`src/rtl/core/apt_pkg.sv`:
```
// apt_pkg: shared types and constants for the animation progress timeline
// used by the top level, the divider step unit and the port checker
package apt_pkg;

   // fixed field widths
   localparam int DUR_W  = 24;
   localparam int CNT_W  = 16;
   localparam int PLEN_W = DUR_W + 1;
   localparam int REM_W  = PLEN_W;
   localparam int LIM_W  = CNT_W + PLEN_W;
   localparam int CSR_AW = 5;
   localparam int CSR_DW = 32;

   typedef enum logic [5:0] {
      ST_IDLE     = 6'b000001,
      ST_PREP     = 6'b000010,
      ST_DIV_PASS = 6'b000100,
      ST_CHECK    = 6'b001000,
      ST_DIV_RAMP = 6'b010000,
      ST_RESULT   = 6'b100000
   } seq_state_type;

   typedef enum logic [1:0] {
      REQ_TICK  = 2'd0,
      REQ_PLAY  = 2'd1,
      REQ_PAUSE = 2'd2,
      REQ_STOP  = 2'd3
   } req_kind_type;

   typedef enum logic [1:0] {
      RUN_STOPPED = 2'd0,
      RUN_PLAYING = 2'd1,
      RUN_PAUSED  = 2'd2
   } run_state_type;

   typedef enum logic [2:0] {
      CSR_DURATION   = 3'd0,
      CSR_START_WAIT = 3'd1,
      CSR_LOOP_GAP   = 3'd2,
      CSR_LOOP_COUNT = 3'd3,
      CSR_FOREVER    = 3'd4,
      CSR_LOOP_MODE  = 3'd5
   } csr_index_type;

   typedef struct packed {
      logic             ge;
      logic [REM_W-1:0] rem;
   } apt_step_type;

endpackage

```
`src/rtl/core/apt_div_step.sv`:
```
// apt_div_step: one restoring division step, shared by the pass and ramp divisions
// depends on apt_pkg
module apt_div_step (
   input  logic [apt_pkg::REM_W-1:0] rem,
   input  logic                      shift_bit,
   input  logic [apt_pkg::REM_W-1:0] divisor,
   output apt_pkg::apt_step_type     step_out
);
   import apt_pkg::*;

   logic [REM_W:0]   trial;
   logic [REM_W+1:0] diff;

   assign trial = {rem, shift_bit};
   assign diff  = {1'b0, trial} - {2'b00, divisor};

   // remainder stays below the divisor, so it always fits back in REM_W bits
   assign step_out.ge  = ~diff[REM_W+1];
   assign step_out.rem = step_out.ge ? diff[REM_W-1:0] : trial[REM_W-1:0];

endmodule

```
`src/rtl/core/animation_progress_timeline.sv`:
```
// animation_progress_timeline: event-driven animation timeline with Q fraction output
// depends on apt_pkg and apt_div_step
//
// channel  dir  handshake               payload
// req      in   req_tvalid/req_tready   tuser: event kind, tdata: now_ms
// rsp      out  rsp_tvalid/rsp_tready   tdata: progress, flags, run state, pass
// csr      in   apb, pready always high 6 registers at byte address 4*i
//
// one shared subtract/compare unit runs the pass division a bit a cycle, then the ramp
// division, skipped once the ramp saturates or the run is past its last pass; a frame
// with zero pass length skips both and goes from the difference through a check step
// to the result; a word that makes no frame steps through accept, difference, result
// reset is synchronous, no clearing pass
// a stalled result holds the output register; the next word then waits in the result step
module animation_progress_timeline #(
   parameter int TIME_BITS     = 32,
   parameter int FRACTION_BITS = 16
) (
   input  logic                                clock,
   input  logic                                reset,
   input  logic                                req_tvalid,
   output logic                                req_tready,
   input  logic [31:0]                         req_tdata,   // [31:0] now_ms
   input  logic [1:0]                          req_tuser,   // [1:0] req_type
   output logic                                rsp_tvalid,
   input  logic                                rsp_tready,
   // progress, frame_valid, run_state_out, loop_index, finished, zero fill
   output logic [((FRACTION_BITS+21+7)/8)*8-1:0] rsp_tdata,
   input  logic                                csr_psel,
   input  logic                                csr_penable,
   input  logic                                csr_pwrite,
   input  logic [apt_pkg::CSR_AW-1:0]          csr_paddr,
   input  logic [apt_pkg::CSR_DW-1:0]          csr_pwdata,
   output logic [apt_pkg::CSR_DW-1:0]          csr_prdata,
   output logic                                csr_pready
);
   import apt_pkg::*;

   localparam int TB    = TIME_BITS;
   localparam int FB    = FRACTION_BITS;
   localparam int PW    = FB + 1;
   localparam int RSP_W = ((FB + 21 + 7) / 8) * 8;
   localparam int QW    = (TB > FB) ? TB : FB;
   localparam int CW    = $clog2(QW);
   localparam int CMPW  = (TB > LIM_W) ? TB : LIM_W;
   localparam logic [PW-1:0] ONE_Q = {1'b1, {FB{1'b0}}};

   // configuration
   logic [DUR_W-1:0] dur_ff, dur_in, sw_ff, sw_in, gap_ff, gap_in;
   logic [CNT_W-1:0] lc_ff, lc_in;
   logic             forever_ff, forever_in, mode_ff, mode_in;

   // sequencer and timeline state
   seq_state_type    state_ff, state_in;
   run_state_type    run_ff, run_in;
   req_kind_type     kind_ff, kind_in;
   logic [TB-1:0]    now_ff, now_in, st_ff, st_in, pt_ff, pt_in, pb_ff, pb_in;
   logic [CNT_W-1:0] pass_cnt_ff, pass_cnt_in;

   // working registers
   logic [TB-1:0]    t_ff, t_in, pass_ff, pass_in;
   logic [QW-1:0]    q_ff, q_in;
   logic [REM_W-1:0] r_ff, r_in, div_ff, div_in;
   logic [CW-1:0]    cnt_ff, cnt_in;
   logic [LIM_W-1:0] lim_ff, lim_in;
   logic             frame_ff, frame_in, past_ff, past_in, ramp_one_ff, ramp_one_in;

   // output register
   logic             rsp_valid_ff, rsp_valid_in;
   logic [RSP_W-1:0] rsp_data_ff, rsp_data_in;

   logic [PLEN_W-1:0] plen;
   logic [TB-1:0]     t_calc;
   logic              shift_bit;
   apt_step_type      step;
   logic [PW-1:0]     ramp_v, prog_c;
   logic              valid_c, fin_c, past_c, ramp_one_c;
   logic [CNT_W-1:0]  pass_sat;
   logic              csr_wr;

   assign plen   = {1'b0, dur_ff} + {1'b0, gap_ff};
   assign t_calc = now_ff - TB'(sw_ff) - pt_ff - st_ff;

   assign shift_bit = (state_ff == ST_DIV_PASS) ? q_ff[QW-1] : 1'b0;

   apt_div_step u_step (
      .rem       (r_ff),
      .shift_bit (shift_bit),
      .divisor   (div_ff),
      .step_out  (step)
   );

   assign past_c     = ~forever_ff && (q_ff[TB-1:0] >= TB'(lc_ff));
   assign ramp_one_c = (dur_ff == '0) || (r_ff >= REM_W'(dur_ff));
   assign ramp_v     = ramp_one_ff ? ONE_Q : PW'(q_ff[FB-1:0]);
   assign pass_sat   = (pass_ff > TB'({CNT_W{1'b1}})) ? {CNT_W{1'b1}} : pass_ff[CNT_W-1:0];

   // frame value for a tick while playing
   always_comb begin
      if (plen == '0) begin
         prog_c = ONE_Q;
      end else if (!mode_ff) begin
         prog_c = past_ff ? ONE_Q : ramp_v;
      end else if (past_ff) begin
         prog_c = lc_ff[0] ? ONE_Q : '0;
      end else if (!pass_ff[0]) begin
         prog_c = ramp_v;
      end else begin
         prog_c = ONE_Q - ramp_v;
      end
   end

   // configuration port
   assign csr_pready = 1'b1;
   assign csr_wr     = csr_psel & csr_penable & csr_pwrite & csr_pready;

   always_comb begin
      dur_in     = dur_ff;
      sw_in      = sw_ff;
      gap_in     = gap_ff;
      lc_in      = lc_ff;
      forever_in = forever_ff;
      mode_in    = mode_ff;
      if (csr_wr) begin
         unique case (csr_index_type'(csr_paddr[4:2]))
            CSR_DURATION:   dur_in     = csr_pwdata[DUR_W-1:0];
            CSR_START_WAIT: sw_in      = csr_pwdata[DUR_W-1:0];
            CSR_LOOP_GAP:   gap_in     = csr_pwdata[DUR_W-1:0];
            CSR_LOOP_COUNT: lc_in      = csr_pwdata[CNT_W-1:0];
            CSR_FOREVER:    forever_in = csr_pwdata[0];
            CSR_LOOP_MODE:  mode_in    = csr_pwdata[0];
            default: ;
         endcase
      end
   end

   always_comb begin
      unique case (csr_index_type'(csr_paddr[4:2]))
         CSR_DURATION:   csr_prdata = CSR_DW'(dur_ff);
         CSR_START_WAIT: csr_prdata = CSR_DW'(sw_ff);
         CSR_LOOP_GAP:   csr_prdata = CSR_DW'(gap_ff);
         CSR_LOOP_COUNT: csr_prdata = CSR_DW'(lc_ff);
         CSR_FOREVER:    csr_prdata = CSR_DW'(forever_ff);
         CSR_LOOP_MODE:  csr_prdata = CSR_DW'(mode_ff);
         default:        csr_prdata = '0;
      endcase
   end

   // sequencer
   always_comb begin
      state_in     = state_ff;
      run_in       = run_ff;
      kind_in      = kind_ff;
      now_in       = now_ff;
      st_in        = st_ff;
      pt_in        = pt_ff;
      pb_in        = pb_ff;
      pass_cnt_in  = pass_cnt_ff;
      t_in         = t_ff;
      pass_in      = pass_ff;
      q_in         = q_ff;
      r_in         = r_ff;
      div_in       = div_ff;
      cnt_in       = cnt_ff;
      lim_in       = lim_ff;
      frame_in     = frame_ff;
      past_in      = past_ff;
      ramp_one_in  = ramp_one_ff;
      rsp_data_in  = rsp_data_ff;
      rsp_valid_in = rsp_valid_ff & ~rsp_tready;
      valid_c      = 1'b0;
      fin_c        = 1'b0;

      unique case (state_ff)
         ST_IDLE: begin
            if (req_tvalid) begin
               kind_in  = req_kind_type'(req_tuser);
               now_in   = TB'(req_tdata);
               state_in = ST_PREP;
            end
         end
         ST_PREP: begin
            t_in     = t_calc;
            frame_in = (kind_ff == REQ_TICK) && (run_ff == RUN_PLAYING) && ~t_calc[TB-1];
            cnt_in   = '0;
            div_in   = plen;
            r_in     = '0;
            if (!frame_in) begin
               state_in = ST_RESULT;
            end else if (plen == '0) begin
               q_in     = '0;
               state_in = ST_CHECK;
            end else begin
               // dividend left-aligned, quotient bits enter at the bottom
               q_in     = QW'(t_calc) << (QW - TB);
               state_in = ST_DIV_PASS;
            end
         end
         ST_DIV_PASS: begin
            r_in   = step.rem;
            q_in   = {q_ff[QW-2:0], step.ge};
            cnt_in = cnt_ff + 1'b1;
            if (cnt_ff == CW'(TB - 1)) begin
               state_in = ST_CHECK;
            end
         end
         ST_CHECK: begin
            pass_in     = q_ff[TB-1:0];
            past_in     = past_c;
            ramp_one_in = ramp_one_c;
            lim_in      = LIM_W'(lc_ff) * LIM_W'(plen);
            cnt_in      = '0;
            if ((plen != '0) && !past_c && !ramp_one_c) begin
               q_in     = '0;
               div_in   = REM_W'(dur_ff);
               state_in = ST_DIV_RAMP;
            end else begin
               state_in = ST_RESULT;
            end
         end
         ST_DIV_RAMP: begin
            r_in   = step.rem;
            q_in   = {q_ff[QW-2:0], step.ge};
            cnt_in = cnt_ff + 1'b1;
            if (cnt_ff == CW'(FB - 1)) begin
               state_in = ST_RESULT;
            end
         end
         ST_RESULT: begin
            if (!rsp_valid_ff || rsp_tready) begin
               unique case (kind_ff)
                  REQ_TICK: begin
                     if (run_ff == RUN_STOPPED) begin
                        st_in = now_ff;
                     end else if (frame_ff) begin
                        valid_c     = 1'b1;
                        pass_cnt_in = pass_sat;
                        if (!forever_ff && (CMPW'(t_ff) > CMPW'(lim_ff))) begin
                           run_in = RUN_STOPPED;
                           pt_in  = '0;
                           fin_c  = 1'b1;
                        end
                     end
                  end
                  REQ_PLAY: begin
                     if (run_ff == RUN_PAUSED) begin
                        pt_in  = pt_ff + now_ff - pb_ff;
                        run_in = RUN_PLAYING;
                     end else if (run_ff == RUN_STOPPED) begin
                        run_in = RUN_PLAYING;
                     end
                  end
                  REQ_PAUSE: begin
                     run_in = RUN_PAUSED;
                     pb_in  = now_ff;
                  end
                  REQ_STOP: begin
                     run_in = RUN_STOPPED;
                     pt_in  = '0;
                  end
                  default: ;
               endcase
               rsp_data_in  = RSP_W'({fin_c, pass_cnt_in, run_in, valid_c,
                                      valid_c ? prog_c : {PW{1'b0}}});
               rsp_valid_in = 1'b1;
               state_in     = ST_IDLE;
            end
         end
         default: state_in = ST_IDLE;
      endcase
   end

   always_ff @(posedge clock) begin
      if (reset) begin
         dur_ff       <= '0;
         sw_ff        <= '0;
         gap_ff       <= '0;
         lc_ff        <= CNT_W'(1);
         forever_ff   <= 1'b0;
         mode_ff      <= 1'b0;
         state_ff     <= ST_IDLE;
         run_ff       <= RUN_STOPPED;
         st_ff        <= '0;
         pt_ff        <= '0;
         pb_ff        <= '0;
         pass_cnt_ff  <= '0;
         rsp_valid_ff <= 1'b0;
      end else begin
         dur_ff       <= dur_in;
         sw_ff        <= sw_in;
         gap_ff       <= gap_in;
         lc_ff        <= lc_in;
         forever_ff   <= forever_in;
         mode_ff      <= mode_in;
         state_ff     <= state_in;
         run_ff       <= run_in;
         st_ff        <= st_in;
         pt_ff        <= pt_in;
         pb_ff        <= pb_in;
         pass_cnt_ff  <= pass_cnt_in;
         rsp_valid_ff <= rsp_valid_in;
      end
   end

   always_ff @(posedge clock) begin
      kind_ff     <= kind_in;
      now_ff      <= now_in;
      t_ff        <= t_in;
      pass_ff     <= pass_in;
      q_ff        <= q_in;
      r_ff        <= r_in;
      div_ff      <= div_in;
      cnt_ff      <= cnt_in;
      lim_ff      <= lim_in;
      frame_ff    <= frame_in;
      past_ff     <= past_in;
      ramp_one_ff <= ramp_one_in;
      rsp_data_ff <= rsp_data_in;
   end

   assign req_tready = (state_ff == ST_IDLE);
   assign rsp_tvalid = rsp_valid_ff;
   assign rsp_tdata  = rsp_data_ff;

endmodule

```
`config.mk`:
```
export PLATFORM = sky130hd
export DESIGN_NAME = animation_progress_timeline
export DESIGN_NICKNAME = d
export VERILOG_FILES = /design/src/rtl/core/apt_pkg.sv /design/src/rtl/core/apt_div_step.sv /design/src/rtl/core/animation_progress_timeline.sv
export SDC_FILE = /design/constraint.sdc
export NUM_CORES = 2
export LEC_CHECK = 0
export ABC_AREA = 1
export BUFFER_PORTS_ARGS = -buffer_cell sky130_fd_sc_hd__buf_2
export CORE_MARGIN = 2
export CORE_UTILIZATION = 25
export CTS_CLUSTER_DIAMETER = 30
export DETAILED_ROUTE_END_ITERATION = 10
export SLEW_MARGIN = 20
export SYNTH_ARGS = -nofsm -noshare
export SYNTH_HDL_FRONTEND = slang
export SYNTH_SLANG_ARGS = --single-unit
```
`constraint.sdc`:
```
create_clock -name clock -period 12.8 [get_ports clock]
set_input_delay 1.92 -clock clock [delete_from_list [all_inputs] [get_ports clock]]
set_output_delay 1.92 -clock clock [all_outputs]
set_load 0.01 [all_outputs]
```
==> metrics.txt <==
status=finished clean; top post-synthesis cells by area=fa_1, edfxtp_1, dfxtp_1; die height=slightly above 400 um; met1 WL=54400 um; Post-Route WL=approximately 130000 um; worst r2r path cells=34; sequential area share after synthesis=between 20% and 30%; antenna-violating nets left=0; CTS sink cnt=~480; First-pass DRT Iterations=8; WL met2=just over 60000 um; grt total ovfl=0; final setup violation count=0; Worst Path Arrival=just over 9 ns; fin nets=5857; critical path class=reg -> reg; Clock Latency Late Sink=between 0.6 and 0.7 ns; P_int=3.67 mW; Fill cells=about 17000; most instantiated cells after synthesis=inv_1, nand2_1, nor2_1, fa_1, a21oi_1; share of cells above drive strength 1=8.99%; routed wl met3=11600 um; sw frac=26.6%; CP endpoint kind=flop; Avg WL per Cell=about 18 um; Yosys reg bits=around 480; via count=roughly 34000; post-synth cell types=65; Max Fclk=0.114 GHz; async set-or-reset flop fraction in the synthesized netlist=0%; sequential power share=approximately a third; setup TNS=0 ns; synth warn=0; H-tree Lvls=3; IO Pins=153; period utilisation layout=just under 70%; Post-CTS Setup Inserts=0; max-cap violations=0; HP Class=reg -> reg; Initial Utilization=~25%; maximum vdd drop=approximately 0.0001 V; Synth area leader=fa_1; initial antenna violation count=21; Period minus WS final=roughly 9 ns; hold buffers post-CTS=0; CTS Buf Count=roughly 110; worst r2r src=dur_ff[0]; Yosys top cell area share=approximately a fifth; Power Dens Cells=104 nW/um^2; fin. max-slew vios=0; number of synthesized flops with an enable pin=266; post-synthesis cell area=41300 um^2; RSZ-0062 raised after global routing=false; most used cell, CP=nand2_1; Die Width=410 um; DP HPWL=105000 um; CP startpoint=dur_ff[0]; CP endpoint=lim_ff[33]; Clk pwr share=55.6%; slew margin rel.=about 18%; Worst-path clk slew=about 0.050 ns; critical path required time=between 10 and 15 ns; Finished Core Util=29.3%; Final Hold Vio Count=0; Top FF cell, synth=edfxtp_1; CTS tree=done; CTS Buffer Depth=3; DIE AREA=168000 um^2; Max stage delay on crit path=~0.55 ns; wire length of the first global-routing pass=roughly 200000 um; actual slew at the worst max-slew pin=1.22 ns; Area Growth Syn to Fin=16.6%; GP Congestion=about 0.9; combinational power share=between 10% and 20%; # DRC=0; slowest CP cell=clkinv_1; Gate Count Post-Synth=roughly 4900; count leader, synth=inv_1; post-synthesis area per instance=roughly 8.4 um^2; vias in the first global route=35000; crit path max fanout=10; Top Layer Used=met5; FP Rows=149; FF-to-FF End=lim_ff[33]; GR Util All Layers=about 16%; cts repair resizes=0; Root Buffer=clkbuf_16; vias per cell=~4.7; Reg2Reg Setup Slack=~4.0 ns; Iter 0 DRT Violations=a little under 3000; Core Footprint=roughly 160000 um^2; Critical Path Start Type=flop; Net Switching=1.33 mW; clk_skew=0.0560 ns; port bufs=130; LEAKAGE=around 21 nW; largest net degree at the start of global routing=100
[kinds of logic (layout without fill, tap and decap cells)]
group / after synthesis / count (layout) / synth area share [%]
compound gates: 883 / 883 / 11.9
simple gates: 1618 / 1618 / 16.5
fa+ha+maj: 717 / 717 / 29.2
xor+xnor: 105 / 105 / 2.27
buf+inv: 1135 / 1339 / 10.5
other cells: 2 / 13 / 0.0182
flops: 477 / 477 / 29.6
[metal layers]
layer  vias up  global-route usage [%]
li1      16100                       -
met1     16700                    19.7
met2      1267                    26.0
met3       311                    3.98
met4        24                    7.02
met5         -                       0
[registers in the layout, indices dropped and copies added, names as in the netlist, 5 cells and up]
register,cells
lim_ff,41
rsp_tdata,37
now_ff,32
pass_ff,32
pb_ff,32
pt_ff,32
q_ff,32
st_ff,32
t_ff,32
div_ff,25
r_ff,25
dur_ff,24
gap_ff,24
sw_ff,24
lc_ff,16
pass_cnt_ff,16
state_ff,6
cnt_ff,5
[worst max-delay path: cells and delay by family (launching register included)]
family	cells	cell delay [ns]
AO/OA/AOI/OAI	6	1.33
buffers and inverters	8	0.99
adder cells (fa/ha/maj)	9	4.16
flip-flops	1	0.43
AND/OR/NAND/NOR	11	1.59
[cell usage in the layout (no fill, tap or decap), types with 130 or more instances in the layout]
cell type / synthesis / layout
dfxtp_1: 211 / 211
o21ai_0: 319 / 319
nor2_1: 467 / 464
nand2_1: 810 / 808
edfxtp_1: 266 / 266
a21oi_1: 366 / 366
ha_1: 309 / 309
buf_2: 5 / 130
fa_1: 408 / 408
inv_1: 936 / 935
[power groups by stage]
stage / clock (mW) / combinational [mW] / sequential (mW)
finish: 2.78 / 0.534 / 1.69
global route: 2.90 / 0.589 / 1.69
CTS: 2.81 / 0.523 / 1.69
detailed placement: 0 / 0.520 / 1.72
global placement: 0 / 0.511 / 1.72
floorplan: 0 / 0.352 / 1.70
[worst min path at each step]
stage	from	to	slack [ns]	depth (start not counted)
final	q_ff[0]	pass_ff[0]	0.46	0
after global routing	q_ff[0]	pass_ff[0]	0.47	0
after CTS	q_ff[0]	pass_ff[0]	0.46	0
after detailed placement	q_ff[0]	pass_ff[0]	0.44	0
after global placement	q_ff[0]	pass_ff[0]	0.43	0
after floorplan	q_ff[0]	pass_ff[0]	0.43	0
[per-stage QoR]
step | setup WS, ns | instance area (um^2) | hold WS [ns] | std cells | total power [mW]
floorplan | 5.48 | 41300 | 0.426 | 4947 | 2.05
global placement | 4.22 | 44300 | 0.431 | 7141 | 2.23
detailed placement | 4.16 | 44300 | 0.442 | 7141 | 2.24
CTS | 4.10 | 48100 | 0.458 | 7338 | 5.03
global route | 3.48 | 48100 | 0.471 | 7340 | 5.18
finish | 4.01 | 48100 | 0.457 | 7341 | 5.00
[final cells by class]
cell class / instances / area, um^2 / share of cell area (%)
flip-flops and latches: 477 / 12200 / 25.4
clock buffers: 124 / 2860 / 5.95
repair buffers: 167 / 952 / 1.98
diodes: 1 / 2.50 / 0.00520
well taps: 2189 / 2740 / 5.69
clock inverters: 73 / 865 / 1.80
multi-input cells: 3335 / 24800 / 51.6
inverters: 975 / 3660 / 7.62
No activity file was read; power rests on OpenSTA's default activity.
